File: src/rtl/ptog_pkg.sv
// Shared types, constants and helpers of the point to occupancy grid block.
package ptog_pkg;

    // Grid geometry.
    localparam int MAX_SIDE   = 512;
    localparam int SIDE_W     = $clog2(MAX_SIDE);
    localparam int DIM_W      = $clog2(MAX_SIDE + 1);
    localparam int AREA_W     = 2 * DIM_W;
    localparam int GRID_CELLS = MAX_SIDE * MAX_SIDE;
    localparam int CELL_W     = $clog2(GRID_CELLS);

    // Occupancy storage is packed into words.
    localparam int WORD_W  = (GRID_CELLS >= 128) ? 64 : 2;
    localparam int WBIT_W  = $clog2(WORD_W);
    localparam int WORDS   = (GRID_CELLS + WORD_W - 1) / WORD_W;
    localparam int WORD_AW = $clog2(WORDS);

    // Field widths.
    localparam int CMD_W    = 2;
    localparam int COORD_W  = 32;
    localparam int DIFF_W   = COORD_W + 1;
    localparam int CSIZE_W  = 31;
    localparam int MAPDIM_W = 10;
    localparam int IDX_W    = 18;
    localparam int VAL_W    = 8;
    localparam int COUNT_W  = 19;

    // Divider geometry.
    localparam int DIV_W = CSIZE_W + SIDE_W;
    localparam int CNT_W = $clog2(SIDE_W + 1);

    // Configuration port.
    localparam int APB_AW    = 5;
    localparam int APB_DW    = 32;
    localparam int REG_IDX_W = 3;

    localparam logic [REG_IDX_W-1:0] REG_ORIGIN_X   = 3'd0;
    localparam logic [REG_IDX_W-1:0] REG_ORIGIN_Y   = 3'd1;
    localparam logic [REG_IDX_W-1:0] REG_CELL_SIZE  = 3'd2;
    localparam logic [REG_IDX_W-1:0] REG_MAP_WIDTH  = 3'd3;
    localparam logic [REG_IDX_W-1:0] REG_MAP_HEIGHT = 3'd4;

    localparam logic [CSIZE_W-1:0]  CELL_SIZE_RST = 31'd65536;
    localparam logic [MAPDIM_W-1:0] MAP_DIM_RST   = 10'd512;

    // Commands.
    localparam logic [CMD_W-1:0] CMD_POINT = 2'd0;
    localparam logic [CMD_W-1:0] CMD_READ  = 2'd1;
    localparam logic [CMD_W-1:0] CMD_CLEAR = 2'd2;

    // Cell values and count limit.
    localparam logic [VAL_W-1:0]   CELL_OCCUPIED = 8'd0;
    localparam logic [VAL_W-1:0]   CELL_UNKNOWN  = 8'd128;
    localparam logic [COUNT_W-1:0] COUNT_MAX     = '1;

    typedef struct packed {
        logic [CMD_W-1:0]          command;
        logic signed [COORD_W-1:0] point_x;
        logic signed [COORD_W-1:0] point_y;
        logic [IDX_W-1:0]          read_index;
    } t_in_item;

    typedef struct packed {
        logic                in_map;
        logic                newly_occupied;
        logic [IDX_W-1:0]    cell_index;
        logic [VAL_W-1:0]    cell_value;
        logic [COUNT_W-1:0]  marked_cells;
    } t_out_item;

    typedef struct packed {
        logic signed [COORD_W-1:0] origin_x;
        logic signed [COORD_W-1:0] origin_y;
        logic [CSIZE_W-1:0]        cell_size;
        logic [MAPDIM_W-1:0]       map_width;
        logic [MAPDIM_W-1:0]       map_height;
    } t_cfg;

    typedef struct packed {
        logic               start;
        logic [COORD_W-1:0] dividend;
        logic [CSIZE_W-1:0] divisor;
    } t_div_req;

    typedef struct packed {
        logic              done;
        logic              over;
        logic [SIDE_W-1:0] quot;
    } t_div_rsp;

    typedef struct packed {
        logic               we;
        logic [WORD_AW-1:0] waddr;
        logic [WORD_W-1:0]  wdata;
        logic               re;
        logic [WORD_AW-1:0] raddr;
    } t_mem_req;

    // Map dimension limited to the grid side.
    function automatic logic [DIM_W-1:0] eff_side(input logic [MAPDIM_W-1:0] s);
        if (32'(s) > 32'(MAX_SIDE)) begin
            return DIM_W'(MAX_SIDE);
        end
        return DIM_W'(s);
    endfunction

endpackage

File: src/rtl/ptog_div.sv
// Iterative restoring divider that yields a grid coordinate or flags an overflow.
module ptog_div (
    input  logic               i_clk,
    input  logic               i_rst_n,
    input  ptog_pkg::t_div_req i_req,
    output ptog_pkg::t_div_rsp o_rsp
);

    logic                                r_busy,  n_busy;
    logic                                r_done,  n_done;
    logic                                r_over,  n_over;
    logic [ptog_pkg::COORD_W-1:0]        r_rem,   n_rem;
    logic [ptog_pkg::DIV_W-1:0]          r_div,   n_div;
    logic [ptog_pkg::CNT_W-1:0]          r_cnt,   n_cnt;
    logic [ptog_pkg::SIDE_W-1:0]         r_quot,  n_quot;
    logic                                ge;
    logic                                first_step;

    // One compare and subtract per cycle; the first step only checks that the
    // quotient fits the grid side.
    assign ge         = ptog_pkg::DIV_W'(r_rem) >= r_div;
    assign first_step = r_cnt == ptog_pkg::CNT_W'(ptog_pkg::SIDE_W);

    assign o_rsp.done = r_done;
    assign o_rsp.over = r_over;
    assign o_rsp.quot = r_quot;

    always_comb begin
        n_busy = r_busy;
        n_done = 1'b0;
        n_over = r_over;
        n_rem  = r_rem;
        n_div  = r_div;
        n_cnt  = r_cnt;
        n_quot = r_quot;
        if (i_req.start) begin
            n_busy = 1'b1;
            n_over = 1'b0;
            n_rem  = i_req.dividend;
            n_div  = {i_req.divisor, {ptog_pkg::SIDE_W{1'b0}}};
            n_cnt  = ptog_pkg::CNT_W'(ptog_pkg::SIDE_W);
            n_quot = '0;
        end else if (r_busy) begin
            if (first_step && ge) begin
                n_busy = 1'b0;
                n_done = 1'b1;
                n_over = 1'b1;
            end else begin
                if (ge) begin
                    n_rem = r_rem - ptog_pkg::COORD_W'(r_div);
                end
                n_quot = (r_quot << 1) | ptog_pkg::SIDE_W'(ge);
                n_div  = r_div >> 1;
                if (r_cnt == '0) begin
                    n_busy = 1'b0;
                    n_done = 1'b1;
                end else begin
                    n_cnt = r_cnt - 1'b1;
                end
            end
        end
    end

    always_ff @(posedge i_clk) begin
        if (!i_rst_n) begin
            r_busy <= 1'b0;
            r_done <= 1'b0;
            r_over <= 1'b0;
        end else begin
            r_busy <= n_busy;
            r_done <= n_done;
            r_over <= n_over;
        end
    end

    always_ff @(posedge i_clk) begin
        r_rem  <= n_rem;
        r_div  <= n_div;
        r_cnt  <= n_cnt;
        r_quot <= n_quot;
    end

endmodule

File: config.mk
export PLATFORM = sky130hd
export DESIGN_NAME = ptog_div
export DESIGN_NICKNAME = d
export VERILOG_FILES = /design/src/rtl/ptog_pkg.sv /design/src/rtl/ptog_div.sv
export SDC_FILE = /design/constraint.sdc
export NUM_CORES = 1
export LEC_CHECK = 0
export BUFFER_PORTS_ARGS = -buffer_cell sky130_fd_sc_hd__buf_2
export CAP_MARGIN = 5
export CORE_ASPECT_RATIO = 1.5
export CORE_MARGIN = 10
export CORE_UTILIZATION = 30
export DETAILED_ROUTE_END_ITERATION = 12
export PLACE_DENSITY = 0.52
export SLEW_MARGIN = 20
export SYNTH_ARGS = -nofsm -noshare
export SYNTH_HDL_FRONTEND = slang
export SYNTH_SLANG_ARGS = --single-unit
File: constraint.sdc
create_clock -name i_clk -period 14.38 [get_ports i_clk]
set_clock_uncertainty 0.15 [all_clocks]
set_input_delay 2.876 -clock i_clk [delete_from_list [all_inputs] [get_ports i_clk]]
set_output_delay 2.876 -clock i_clk [all_outputs]
set_load 0.01 [all_outputs]
==> metrics.md <==
| Metric | Value |
|---|---|
| TNS Setup | `0 ns` |
| Largest net degree at the start of global routing | `81` |
| CP max FO | `68` |
| Initial antenna violation count | `0` |
| Worst-path clk slew | `0.07 ns` |
| Resize count post-CTS | `0` |
| Reg2reg setup slack | `10.46 ns` |
| Least-Margin Pin Slew | `0.736 ns` |
| Synth area leader | `edfxtp_1` |
| Fraction of layout cells with a size suffix above 1 | `17.7%` |
| Chip Width | `131 um` |
| Slew headroom | `51.0%` |
| Setup CP Type | `input port to flip-flop` |
| CTS tree | `done` |
| Final net count | `746` |
| Fmax | `212 MHz` |
| Syn Nets | `681` |
| Placed Instances | `850` |
| H-tree Lvls | `3` |
| Leak Pwr | `2.64 nW` |
| Filler Cell Count | `1816` |
| Worst r2r path cells | `10` |
| Syn. warnings | `0` |
| Most frequent cell after synthesis | `nand2_1` |
| CP arrival | `4.59 ns` |
| Worst Path Required | `14.26 ns` |
| Area Growth Syn to Fin | `14.9%` |
| RePlAce Congestion | `0.794` |
| Syn_area_per_cell | `9.47 sq um` |
| Delay of the slowest critical-path stage | `0.52 ns` |
| Layout Cells excl Fill | `867` |
| Critical path's slowest cell | `nand2_1` |
| # rows | `60` |
| First-pass GRT wire length | `22500 um` |
| Clock Tree Root | `clkbuf_16` |
| Buffers on Ports | `76` |
| GR Layer Usage met1 | `13.2%` |
| Power density cells | `125 mW/mm^2` |
| Register Area | `0.00239 sq mm` |
| DR iter-0 viols | `243` |
| CTS Buffer Depth | `2` |
| Cell variety after synth | `66` |
| Final WL | `14100 um` |
| RSZ-0062 raised after global routing | `false` |
| Initial Util | `30.6%` |
| Pre-CTS setup slack | `9.24 ns` |
| Crit path buf inv count | `3` |
| Setup repair bufs after CTS | `0` |
| Async SR Flop Fraction | `0%` |
| Final setup viols | `0` |
| Via count | `4413` |
| Fin. Hold Viols | `0` |
| Core Region | `0.0179 sq mm` |
| Tot Pwr | `789 uW` |
| Cell Area, Placed | `0.00602 sq mm` |
| Hold WC Path Type | `flip-flop to flip-flop` |
| Hold_buf cts | `0` |
| Min Tclk post-route | `4.72 ns` |
| Hold path cells | `2` |
| Post-synth top area share | `34.4%` |
| Post-synth top cells | `nand2_1 (91), edfxtp_1 (63), o21ai_0 (57)` |
| CP delay by family, top | `buffers and inverters` |
| Ys flop type | `edfxtp_1` |
| Drt via density | `5.09` |
| Crit end category | `flip-flop` |
| Global-route usage over all layers | `11.7%` |
| Ports | `77` |
| Die area | `0.0242 sq mm` |
| Synth Cell Area | `0.00550 sq mm` |
| Crit path cell chain | `buf_4 > inv_1 > nand2_1 > buf_4` |
| Critical Path Stages | `4` |
| Synth area leaders | `edfxtp_1 (34%), dfxtp_1 (9.1%), ha_1 (7.7%)` |
| Final core occ | `35.2%` |
| Met3 Use GR | `2.14%` |
| Final slew viol count | `0` |
| MaxCap Viol Count | `0` |
| Status | `finished, final reports clean` |
| Die height | `186 um` |
| Clk Latency, worst-skew pair | `0.35 ns` |
| Final period util | `32.8%` |
| Critical Path Source Type | `input port` |
| Post-route antenna net violation count | `0` |
| Final Cell Area | `0.00631 sq mm` |
| Synth Register Bits | `88` |
| GRT Max-Usage Layer | `met2` |
| # DRC | `0` |
| Total grt overflow | `0` |
| Seq/Total Area, Yosys | `43.5%` |
| Cts bufs inserted | `9` |
| Multi-input logic area | `0.00278 sq mm` |
| EDFF count, synth | `63` |
| Ant. Diodes | `0` |
| DR WL/cell | `16.2 um` |
| HPWL after DPL | `10500 um` |
| Final WS setup | `9.66 ns` |
| 1st-pass router iterations | `5` |
| Sink Count | `88` |
| Most frequent CP cell | `buf_4` |
| Synth Instances | `580` |
| Hold Worst Slack | `0.311 ns` |
| Vias in the first global route | `4573` |
| Worst VDD drop | `0.0546 mV` |
| Met2 Use GR | `21.1%` |
==> tightest hold or removal path, delay by kind of cell, from the launching register on <==
kind	cells	cell delay [ns]
AND/OR/NAND/NOR	1	0.04
AO/OA/AOI/OAI	1	0.06
flip-flops	1	0.33
==> flip-flops by register name, indices dropped and copies added, names as in the netlist <==
register,count
r_busy,1
r_cnt,4
r_div,40
r_done,1
r_over,1
r_quot,9
r_rem,32
==> worst paths after layout <==
| path | end | from |
|---|---|---|
| worst max-delay path | r_div[19]$_DFFE_PP_ | i_req[63] |
| worst max register to register | r_div[19]$_DFFE_PP_ | r_div[9]$_DFFE_PP_ |
| worst min-delay path | r_over$_SDFFE_PP0P_ | r_over$_SDFFE_PP0P_ |
| worst min register to register | r_over$_SDFFE_PP0P_ | r_over$_SDFFE_PP0P_ |
==> layout make-up <==
type	instances	share of cell area, %
clock buffers	10	3.63
well taps	217	4.30
clock inverters	6	0.674
flip-flops and latches	88	37.9
multi-input cells	422	44.0
inverters	44	2.62
repair buffers	80	6.86
==> metal layers <==
| layer | up-vias | part of all wire, % |
|---|---|---|
| met4 | 0 | 1.6 |
| met5 | - | 0 |
| met1 | 2101 | 42 |
| met3 | 14 | 4.1 |
| li1 | 2215 | - |
| met2 | 83 | 53 |
==> cell usage in the layout, fill, tap and decap left out, types with 3 or more instances in the layout <==
| cell type | instances |
|---|---|
| ha_1 | 34 |
| dfxtp_1 | 25 |
| edfxtp_1 | 63 |
| or3_1 | 3 |
| inv_6 | 3 |
| xnor2_1 | 15 |
| buf_2 | 75 |
| nor2b_1 | 3 |
| nor2_1 | 34 |
| buf_4 | 4 |
| nand3_1 | 10 |
| a31oi_1 | 6 |
| o31ai_1 | 26 |
| nand2_1 | 91 |
| o21ai_0 | 56 |
| xor2_1 | 11 |
| a211oi_1 | 5 |
| a21oi_1 | 29 |
| a21oi_2 | 3 |
| nand2b_1 | 4 |
| clkbuf_16 | 9 |
| a21o_1 | 18 |
| mux2i_1 | 17 |
| o21a_1 | 6 |
| nand4_1 | 3 |
| nor3_1 | 4 |
| inv_1 | 44 |
==> kinds of logic after synthesis <==
logic type	count (synthesis)	share of synthesized area, %
fa+ha+maj	35	8.11
xor+xnor	26	4.14
mux	18	3.30
flops	88	43.5
buf+inv	70	6.06
compound gates	174	21.2
simple gates	169	13.7
==> report_power, final <==
group	leakage, nW	total, mW	switching (mW)	internal (mW)
clock network	0.138	0.224	0.105	0.119
registers	0.846	0.313	0.00949	0.304
logic	1.66	0.252	0.147	0.105
Power figures use the tool's default switching activity.
