### src/rtl/ptog_pkg.sv
// Shared types, constants and helpers of the point to occupancy grid block.
package ptog_pkg;

    // Grid geometry.
    localparam int MAX_SIDE   = 512;
    localparam int SIDE_W     = $clog2(MAX_SIDE);
    localparam int DIM_W      = $clog2(MAX_SIDE + 1);
    localparam int AREA_W     = 2 * DIM_W;
    localparam int GRID_CELLS = MAX_SIDE * MAX_SIDE;
    localparam int CELL_W     = $clog2(GRID_CELLS);

    // Occupancy storage is packed into words.
    localparam int WORD_W  = (GRID_CELLS >= 128) ? 64 : 2;
    localparam int WBIT_W  = $clog2(WORD_W);
    localparam int WORDS   = (GRID_CELLS + WORD_W - 1) / WORD_W;
    localparam int WORD_AW = $clog2(WORDS);

    // Field widths.
    localparam int CMD_W    = 2;
    localparam int COORD_W  = 32;
    localparam int DIFF_W   = COORD_W + 1;
    localparam int CSIZE_W  = 31;
    localparam int MAPDIM_W = 10;
    localparam int IDX_W    = 18;
    localparam int VAL_W    = 8;
    localparam int COUNT_W  = 19;

    // Divider geometry.
    localparam int DIV_W = CSIZE_W + SIDE_W;
    localparam int CNT_W = $clog2(SIDE_W + 1);

    // Configuration port.
    localparam int APB_AW    = 5;
    localparam int APB_DW    = 32;
    localparam int REG_IDX_W = 3;

    localparam logic [REG_IDX_W-1:0] REG_ORIGIN_X   = 3'd0;
    localparam logic [REG_IDX_W-1:0] REG_ORIGIN_Y   = 3'd1;
    localparam logic [REG_IDX_W-1:0] REG_CELL_SIZE  = 3'd2;
    localparam logic [REG_IDX_W-1:0] REG_MAP_WIDTH  = 3'd3;
    localparam logic [REG_IDX_W-1:0] REG_MAP_HEIGHT = 3'd4;

    localparam logic [CSIZE_W-1:0]  CELL_SIZE_RST = 31'd65536;
    localparam logic [MAPDIM_W-1:0] MAP_DIM_RST   = 10'd512;

    // Commands.
    localparam logic [CMD_W-1:0] CMD_POINT = 2'd0;
    localparam logic [CMD_W-1:0] CMD_READ  = 2'd1;
    localparam logic [CMD_W-1:0] CMD_CLEAR = 2'd2;

    // Cell values and count limit.
    localparam logic [VAL_W-1:0]   CELL_OCCUPIED = 8'd0;
    localparam logic [VAL_W-1:0]   CELL_UNKNOWN  = 8'd128;
    localparam logic [COUNT_W-1:0] COUNT_MAX     = '1;

    typedef struct packed {
        logic [CMD_W-1:0]          command;
        logic signed [COORD_W-1:0] point_x;
        logic signed [COORD_W-1:0] point_y;
        logic [IDX_W-1:0]          read_index;
    } t_in_item;

    typedef struct packed {
        logic                in_map;
        logic                newly_occupied;
        logic [IDX_W-1:0]    cell_index;
        logic [VAL_W-1:0]    cell_value;
        logic [COUNT_W-1:0]  marked_cells;
    } t_out_item;

    typedef struct packed {
        logic signed [COORD_W-1:0] origin_x;
        logic signed [COORD_W-1:0] origin_y;
        logic [CSIZE_W-1:0]        cell_size;
        logic [MAPDIM_W-1:0]       map_width;
        logic [MAPDIM_W-1:0]       map_height;
    } t_cfg;

    typedef struct packed {
        logic               start;
        logic [COORD_W-1:0] dividend;
        logic [CSIZE_W-1:0] divisor;
    } t_div_req;

    typedef struct packed {
        logic              done;
        logic              over;
        logic [SIDE_W-1:0] quot;
    } t_div_rsp;

    typedef struct packed {
        logic               we;
        logic [WORD_AW-1:0] waddr;
        logic [WORD_W-1:0]  wdata;
        logic               re;
        logic [WORD_AW-1:0] raddr;
    } t_mem_req;

    // Map dimension limited to the grid side.
    function automatic logic [DIM_W-1:0] eff_side(input logic [MAPDIM_W-1:0] s);
        if (32'(s) > 32'(MAX_SIDE)) begin
            return DIM_W'(MAX_SIDE);
        end
        return DIM_W'(s);
    endfunction

endpackage

### src/rtl/ptog_regs.sv
// Configuration register file behind the APB-style port.
module ptog_regs (
    input  logic                          i_clk,
    input  logic                          i_rst_n,
    input  logic                          psel,
    input  logic                          penable,
    input  logic                          pwrite,
    input  logic [ptog_pkg::APB_AW-1:0]   paddr,
    input  logic [ptog_pkg::APB_DW-1:0]   pwdata,
    output logic [ptog_pkg::APB_DW-1:0]   prdata,
    output logic                          pready,
    output ptog_pkg::t_cfg                o_cfg
);

    ptog_pkg::t_cfg                       r_cfg;
    ptog_pkg::t_cfg                       n_cfg;
    logic [ptog_pkg::REG_IDX_W-1:0]       reg_idx;
    logic                                 wr_en;

    assign reg_idx = paddr[ptog_pkg::APB_AW-1:2];
    assign wr_en   = psel & penable & pwrite;
    assign pready  = 1'b1;
    assign o_cfg   = r_cfg;

    always_comb begin
        n_cfg = r_cfg;
        if (wr_en) begin
            unique case (reg_idx)
                ptog_pkg::REG_ORIGIN_X:   n_cfg.origin_x   = pwdata;
                ptog_pkg::REG_ORIGIN_Y:   n_cfg.origin_y   = pwdata;
                ptog_pkg::REG_CELL_SIZE:  n_cfg.cell_size  = pwdata[ptog_pkg::CSIZE_W-1:0];
                ptog_pkg::REG_MAP_WIDTH:  n_cfg.map_width  = pwdata[ptog_pkg::MAPDIM_W-1:0];
                ptog_pkg::REG_MAP_HEIGHT: n_cfg.map_height = pwdata[ptog_pkg::MAPDIM_W-1:0];
                default: begin
                end
            endcase
        end
    end

    always_comb begin
        unique case (reg_idx)
            ptog_pkg::REG_ORIGIN_X:   prdata = r_cfg.origin_x;
            ptog_pkg::REG_ORIGIN_Y:   prdata = r_cfg.origin_y;
            ptog_pkg::REG_CELL_SIZE:  prdata = ptog_pkg::APB_DW'(r_cfg.cell_size);
            ptog_pkg::REG_MAP_WIDTH:  prdata = ptog_pkg::APB_DW'(r_cfg.map_width);
            ptog_pkg::REG_MAP_HEIGHT: prdata = ptog_pkg::APB_DW'(r_cfg.map_height);
            default:                  prdata = '0;
        endcase
    end

    always_ff @(posedge i_clk) begin
        if (!i_rst_n) begin
            r_cfg.origin_x   <= '0;
            r_cfg.origin_y   <= '0;
            r_cfg.cell_size  <= ptog_pkg::CELL_SIZE_RST;
            r_cfg.map_width  <= ptog_pkg::MAP_DIM_RST;
            r_cfg.map_height <= ptog_pkg::MAP_DIM_RST;
        end else begin
            r_cfg <= n_cfg;
        end
    end

endmodule

### config.mk
export PLATFORM = sky130hd
export DESIGN_NAME = ptog_regs
export DESIGN_NICKNAME = d
export VERILOG_FILES = /design/src/rtl/ptog_pkg.sv /design/src/rtl/ptog_regs.sv
export SDC_FILE = /design/constraint.sdc
export NUM_CORES = 1
export LEC_CHECK = 0
export ABC_AREA = 1
export BUFFER_PORTS_ARGS = -buffer_cell sky130_fd_sc_hd__buf_2
export CAP_MARGIN = 20
export CORE_MARGIN = 2
export CORE_UTILIZATION = 52
export CTS_BUF_LIST = sky130_fd_sc_hd__clkbuf_8
export DETAILED_ROUTE_END_ITERATION = 10
export PLACE_DENSITY = 0.85
export SLEW_MARGIN = 30
export SYNTH_ARGS = -nofsm -noshare
export SYNTH_HDL_FRONTEND = slang
export SYNTH_SLANG_ARGS = --single-unit
### constraint.sdc
create_clock -name i_clk -period 1.8 [get_ports i_clk]
set_clock_uncertainty 0.2 [all_clocks]
set_input_delay 0.36 -clock i_clk [delete_from_list [all_inputs] [get_ports i_clk]]
set_output_delay 0.36 -clock i_clk [all_outputs]
set_load 0.01 [all_outputs]
==> results by group, run 1 <==
Worst setup path
  • Kind of start point of the critical path: flip-flop
  • Delay of the slowest cell on the worst path: 0.34 ns
  • Critical Path, Cell by Cell: nand4_1 > nand2_1 > nor2_2 > nand2_1 > buf_2
  • Category of the critical setup timing path: reg2out
  • Dominant delay contributor by cell family on the critical path: simple AND/OR/NAND/NOR gates
  • Master of the slowest instance on the critical path: sky130_fd_sc_hd__dfxtp_2
  • Critical Path AT: 1.32 ns
  • Buf/Inv on CP: 1
  • CP Data Required Time: 1.24 ns
  • Type of element capturing the critical path: primary output
  • Worst-path maximum fanout: 3
  • Most repeated library cell on the critical path: sky130_fd_sc_hd__nand2_1

STA
  • FMAX: 532 MHz
  • Slew Limit Fails: 0
  • Minimum clock period: 1.88 ns
  • Worst hold slack after final layout: 0.0720 ns
  • Post-layout worst setup margin: -0.0785 ns
  • Post-Route Setup TNS: -0.440 ns
  • Setup repair after global routing missed its margin: true
  • Final Hold Vio Count: 0
  • Setup-violating endpoint count in the final report: 20
  • Share of the clock period used by the worst path: 104%

Placed design
  • Buffers on Ports: 186
  • Post-place instance area: 0.00692 sq mm
  • HPWL reported at the end of detailed placement: 11900 um
  • Routability-driven placement congestion ratio: 0.910

Cells and area
  • Ant diodes: 0
  • Fill cell instance count of the final layout: 766
  • Share of cells above drive strength 1: 36.9%
  • Post-layout nets: 1157
  • Flip-flop count of the largest register after layout: 115
  • Post-route cell area: 0.00822 sq mm
  • Core Util, Final: 76.5%
  • Area grow syn2layout: 44.3%

Synth
  • Primary FF master, synth: sky130_fd_sc_hd__dfxtp_1
  • Synth area leaders: sky130_fd_sc_hd__dfxtp_1, sky130_fd_sc_hd__nor2_1, sky130_fd_sc_hd__nand2_1
  • Number of cells produced by synthesis: 877
  • Post-synth cell types: 22
  • Fraction of the yosys area taken by sequential cells: 40.4%
  • Proportion of register bits with asynchronous set or reset after synthesis: 0%
  • Synth warnings: 0
  • Fraction of post-synthesis cell area in the top cell type by area: 40.4%
  • Most common library cells after synthesis: sky130_fd_sc_hd__nor2_1, sky130_fd_sc_hd__nand2_1, sky130_fd_sc_hd__nand3_1
  • Number of flops mapped to enable cells by yosys: 0
  • Synth area leader: sky130_fd_sc_hd__dfxtp_1
  • Summed instance area of the synthesized netlist: 0.00570 sq mm
  • Post-Syn Nets: 919
  • Average size of a mapped cell: 6.50 sq um
  • Post-synthesis sequential element count: 115
  • Cell with the most instances after synthesis: sky130_fd_sc_hd__nor2_1

Clocking
  • Buffer levels on the longest clock path: 2
  • H-tree Lvls: 4
  • Clk root buf: sky130_fd_sc_hd__clkbuf_8
  • TritonCTS Sinks: 115
  • Worst-skew pair later-pin latency: 0.42 ns
  • Clock-pin transition on the worst setup and hold timing paths: 0.08 ns
  • CTS buffer count: 17
  • TritonCTS clock tree: done

GRT
  • Number of antenna violations at the first check in global routing: 0
  • Global-route total usage across every layer: 31.9%
  • Wire length of the first global-routing pass: 29100 um
  • Vias in the first global route: 5802
  • Maximum number of pins on one net before global-route repair: 72
  • Global route total overflow: 0

Flow run
  • Max-cap viol count: 0

Floorplan
  • Top-level I/O count: 190
  • Rows: 38
  • Vert. Die Dim: 109 um
  • DIE WIDTH: 109 um
  • Die footprint: 0.0118 sq mm
  • Core area: 0.0107 sq mm
  • Initial standard-cell utilization of the core: 53.0%

Drt
  • Via count: 6797
  • Routed wirelength normalized by instance count: 16.1 um
  • Number of search-and-repair iterations in the first detailed-routing pass: 7
  • Number of nets with antenna violations after detailed routing: 0
  • Number of design-rule violations left by the first detailed-router iteration: 716
  • Avg Vias per Cell: 5.36
  • Drt total wl: 20500 um
  • DRC violation count after routing: 0

Pwr
  • Power Total: 0.00603 W
  • Power density relative to cell area: 733 mW/mm^2
  • Leakage: 4.28 nW
  • Worst ir drop on vdd: 0.596 mV

Run status
  • Outcome: finished with violations
  • Violated checks: setup timing

Hold path
  • Min-delay worst type: in2reg
## path summary, 6_finish.rpt
kind	cells after the start	slack [ns]	from	endpoint
max	5	-0.08	o_cfg[21]	prdata[1]
min	5	0.07	pwdata[26]	o_cfg[77]
max reg2reg	4	0.71	o_cfg[10]	o_cfg[10]
min reg2reg	2	0.30	o_cfg[9]	o_cfg[9]
## layout make-up
cell class / count / area, sq um / area share (%)
multi-input cells: 654 / 3030 / 36.9
clock inverters: 14 / 201 / 2.45
flip-flops and latches: 115 / 2340 / 28.5
well taps: 140 / 175 / 2.13
clock buffers: 18 / 248 / 3.01
inverters: 47 / 199 / 2.42
repair buffers: 280 / 2020 / 24.6
## worst register-to-register path: stages, from the launching register on
cell	delay, ns
sky130_fd_sc_hd__dfxtp_2	0.32
sky130_fd_sc_hd__buf_4	0.13
sky130_fd_sc_hd__buf_4	0.13
sky130_fd_sc_hd__nor2_1	0.13
sky130_fd_sc_hd__nor2_1	0.06
## timing repair
action | in CTS | in global routing
resized for setup | 68 | 70
endpoints found under the hold margin | 3 | 0
endpoints found under the setup margin | 32 | 32
pin swaps | 18 | 39
gates cloned | 5 | 2
hold buffers | 2 | 0
setup buffers | 28 | 16
## kinds of logic after synthesis
| logic type | synth area share (%) |
|---|---|
| simple gates | 48.8 |
| flops | 40.4 |
| buf+inv | 10.5 |
| compound gates | 0.263 |
| other cells | 0.0658 |
## through the flow
| step | worst slack (ns) | std cells |
|---|---|---|
| 2_1_floorplan | 0.0196 | 877 |
| 3_3_place_gp | -0.0947 | 1190 |
| 3_5_place_dp | -0.108 | 1190 |
| 4_1_cts | -0.00668 | 1254 |
| 5_1_grt | -0.0983 | 1268 |
| 6_report | -0.0785 | 1268 |
## placed cells by master, fill, tap and decap left out
| cell | Yosys | final |
|---|---|---|
| sky130_fd_sc_hd__clkbuf_8 | 0 | 18 |
| sky130_fd_sc_hd__clkinv_4 | 0 | 4 |
| sky130_fd_sc_hd__clkinv_2 | 0 | 1 |
| sky130_fd_sc_hd__nor2_2 | 0 | 6 |
| sky130_fd_sc_hd__bufbuf_16 | 0 | 1 |
| sky130_fd_sc_hd__nand4_1 | 15 | 15 |
| sky130_fd_sc_hd__o21ai_0 | 3 | 3 |
| sky130_fd_sc_hd__buf_2 | 16 | 177 |
| sky130_fd_sc_hd__inv_2 | 2 | 3 |
| sky130_fd_sc_hd__nand2_2 | 1 | 25 |
| sky130_fd_sc_hd__dlygate4sd3_1 | 0 | 2 |
| sky130_fd_sc_hd__nor2_1 | 240 | 232 |
| sky130_fd_sc_hd__inv_8 | 0 | 3 |
| sky130_fd_sc_hd__clkbuf_16 | 0 | 3 |
| sky130_fd_sc_hd__nand3_4 | 2 | 3 |
| sky130_fd_sc_hd__buf_12 | 0 | 14 |
| sky130_fd_sc_hd__nand2_1 | 238 | 208 |
| sky130_fd_sc_hd__nor2_8 | 1 | 1 |
| sky130_fd_sc_hd__nand2_8 | 0 | 1 |
| sky130_fd_sc_hd__nand3_1 | 142 | 126 |
| sky130_fd_sc_hd__bufinv_16 | 0 | 4 |
| sky130_fd_sc_hd__buf_16 | 0 | 2 |
| sky130_fd_sc_hd__dfxtp_2 | 0 | 30 |
| sky130_fd_sc_hd__clkinvlp_4 | 0 | 2 |
| sky130_fd_sc_hd__buf_8 | 1 | 3 |
| sky130_fd_sc_hd__nor2_4 | 8 | 10 |
| sky130_fd_sc_hd__dfxtp_4 | 0 | 1 |
| sky130_fd_sc_hd__dfxtp_1 | 115 | 84 |
| sky130_fd_sc_hd__buf_4 | 21 | 66 |
| sky130_fd_sc_hd__nand2_4 | 1 | 6 |
| sky130_fd_sc_hd__buf_6 | 10 | 12 |
| sky130_fd_sc_hd__nand3_2 | 2 | 17 |
| sky130_fd_sc_hd__inv_1 | 43 | 41 |
| sky130_fd_sc_hd__conb_1 | 1 | 1 |
| sky130_fd_sc_hd__inv_6 | 0 | 3 |
## per-layer routing
layer | GRT usage (%) | wire length (um) | up-vias
li1 | - | - | 3210
met4 | 11.1 | 546 | 0
met3 | 7.05 | 1970 | 66
met1 | 40.8 | 7860 | 3098
met5 | 0 | 0 | -
met2 | 53.0 | 10100 | 423
## power breakdown
part | switching, W | internal [W] | total, W
Combinational | 0.000418 | 0.000290 | 0.000708
Clock | 0.00115 | 0.00156 | 0.00271
Sequential | 0.0000297 | 0.00258 | 0.00261
Total | 0.00160 | 0.00443 | 0.00603
(Power assumes the default switching activity.)
==> run 2, diff against run 1 <==
Settings changed: CORE_ASPECT_RATIO from default to 1.4.
==> results by group, run 2 (same netlist as run 1, synthesis figures left out) <==
Run status
  • Outcome: finished with violations
  • Violated checks: setup timing

STA
  • Post-layout worst setup margin: -0.102 ns
  • Minimum clock period: 1.90 ns
  • Share of the clock period used by the worst path: 106%
  • FMAX: 526 MHz
  • Slew Limit Fails: 0
  • Setup repair after global routing missed its margin: true
  • Final Hold Vio Count: 0
  • Setup-violating endpoint count in the final report: 32

Drt
  • Number of design-rule violations left by the first detailed-router iteration: 407
  • Via count: 6895
  • Avg Vias per Cell: 5.45
  • Routed wirelength normalized by instance count: 16.4 um
  • DRC violation count after routing: 0
  • Number of search-and-repair iterations in the first detailed-routing pass: 7
  • Drt total wl: 20700 um
  • Number of nets with antenna violations after detailed routing: 0

Clocking
  • H-tree Lvls: 4
  • Clk root buf: sky130_fd_sc_hd__clkbuf_8
  • TritonCTS clock tree: done
  • CTS buffer count: 17
  • Worst-skew pair later-pin latency: 0.45 ns
  • TritonCTS Sinks: 115
  • Clock-pin transition on the worst setup and hold timing paths: 0.08 ns
  • Buffer levels on the longest clock path: 2

Placed design
  • Routability-driven placement congestion ratio: 0.872
  • Count of placed standard cells including taps: 1192
  • Buffers on Ports: 186
  • HPWL reported at the end of detailed placement: 11500 um

Worst setup path
  • Critical Path AT: 1.34 ns
  • Master of the slowest instance on the critical path: sky130_fd_sc_hd__nor2_8
  • Critical Path, Cell by Cell: buf_8 > buf_4 > nor2_8 > clkbuf_16 > nand2_1 > nand3_2 > buf_6
  • R2R Setup Slk: 0.75 ns
  • Reg-to-reg endpoint: o_cfg[19]
  • Delay of the slowest cell on the worst path: 0.22 ns
  • Worst-path maximum fanout: 7
  • Count of cells along the worst register-to-register path: 3
  • Type of element capturing the critical path: primary output
  • CP Data Required Time: 1.24 ns
  • Kind of start point of the critical path: input pin
  • Category of the critical setup timing path: in2out
  • Launch point of the worst reg-to-reg path: o_cfg[19]

Pwr
  • Switching component of the power: 0.00159 W
  • Leakage: 4.34 nW
  • Part of the power in the clock network: 41.1%
  • Net Sw Frac: 27.9%
  • Combinational share of power: 13.2%
  • Fraction of power consumed by sequential logic: 45.7%
  • Power Internal: 0.00411 W
  • Worst ir drop on vdd: 0.533 mV
  • Power density relative to cell area: 682 mW/mm^2
  • Power Total: 0.00569 W

GRT
  • Global route total overflow: 0
  • Global-route total usage across every layer: 32.5%
  • Maximum number of pins on one net before global-route repair: 68
  • Number of antenna violations at the first check in global routing: 0
  • Wire length of the first global-routing pass: 30200 um
  • Vias in the first global route: 6189

Hold path
  • Min-delay worst type: in2reg
  • Worst Hold Path EP: o_cfg[109]
  • Startpoint of the most critical hold path: pwdata[26]
  • Hold Path Depth: 5

Cells and area
  • Core Util, Final: 77.6%
  • Fill cell instance count of the final layout: 740
  • Area occupied by multi-input gates: 0.00308 sq mm
  • Share of cells above drive strength 1: 36.1%
  • Ant diodes: 0
  • Area grow syn2layout: 46.5%
  • Flip-flop count of the largest register after layout: 115
  • Non-filler instance count after layout: 1265
  • Post-layout nets: 1153
  • Area occupied by registers: 0.00233 sq mm
  • Top library cells by usage in the layout, fill and taps aside: sky130_fd_sc_hd__nor2_1, sky130_fd_sc_hd__nand2_1, sky130_fd_sc_hd__buf_2, sky130_fd_sc_hd__nand3_1, sky130_fd_sc_hd__dfxtp_1
  • Commonest non-fill, non-tap cell in the layout: sky130_fd_sc_hd__nor2_1

Floorplan
  • Initial standard-cell utilization of the core: 53.0%
  • Die footprint: 0.0118 sq mm
  • Top-level I/O count: 190
  • DIE WIDTH: 92.5 um
  • Rows: 45
  • Vert. Die Dim: 128 um
  • Core area: 0.0108 sq mm

Flow run
  • Max-cap viol count: 0
run 2: changes by cell type in the layout (fill, tap and decap cells not counted), sizes merged:
| cell | change |
|---|---|
| clkinv | +1 |
| clkinvlp | +2 |
| bufbuf | +1 |
| buf | -6 |
| bufinv | -2 |
run 2: power groups by stage:
stage	clock, W	combinational (W)	sequential (W)
global route	0.00248	0.000797	0.00261
global placement	0	0.000565	0.00266
CTS	0.00232	0.000683	0.00260
finish	0.00234	0.000750	0.00261
floorplan	0	0.000339	0.00267
detailed placement	0	0.000572	0.00266
run 2: worst max-delay path by stage:
| stage | slack, ns | to | cells after the start | startpoint |
|---|---|---|---|---|
| floorplan | 0.02 | prdata[4] | 9 | paddr[2] |
| CTS | -0.02 | prdata[5] | 9 | paddr[4] |
| global placement | -0.09 | prdata[4] | 9 | paddr[3] |
| global route | -0.14 | prdata[3] | 5 | o_cfg[54] |
| finish | -0.10 | prdata[10] | 7 | paddr[4] |
| detailed placement | -0.09 | prdata[8] | 9 | paddr[3] |
run 2: repair_timing:
| item | CTS | global route |
|---|---|---|
| cloned | 7 | 4 |
| endpoints found under the setup margin | 32 | 32 |
| hold buffers | 2 | 0 |
| pin swaps | 31 | 19 |
| setup buffers | 26 | 4 |
| endpoints found under the hold margin | 3 | 0 |
| resized for setup | 74 | 64 |
run 2: through the flow:
| step | cell area [sq um] | hold slack (ns) | TNS, ns | worst slack [ns] |
|---|---|---|---|---|
| after global routing | 8350 | 0.0510 | -3.14 | -0.143 |
| after CTS | 8000 | 0.0440 | -0.124 | -0.0210 |
| after global placement | 6980 | 0.284 | -2.55 | -0.0866 |
| after floorplan | 5700 | 0.286 | 0 | 0.0196 |
| final | 8350 | 0.0505 | -1.52 | -0.102 |
| after detailed placement | 6980 | 0.288 | -3.14 | -0.0941 |
run 2: worst max-delay path: cells and delay by family:
family,cells,cell delay [ns]
simple gates,3,0.39
buf+inv,4,0.58
run 2: area by class of cell:
cell class	count	share of cell area, %
multi-input combinational	654	36.9
sequential	115	27.9
timing repair buffer	276	26.2
clock buffer	17	2.80
inverter	47	2.35
tap	141	2.11
clock inverter	15	1.72
run 2: metal layers:
layer	track usage, %	wire, um
met3	8.29	1750
met4	20.1	1380
met1	34.4	7090
met5	0	0
met2	57.1	10500
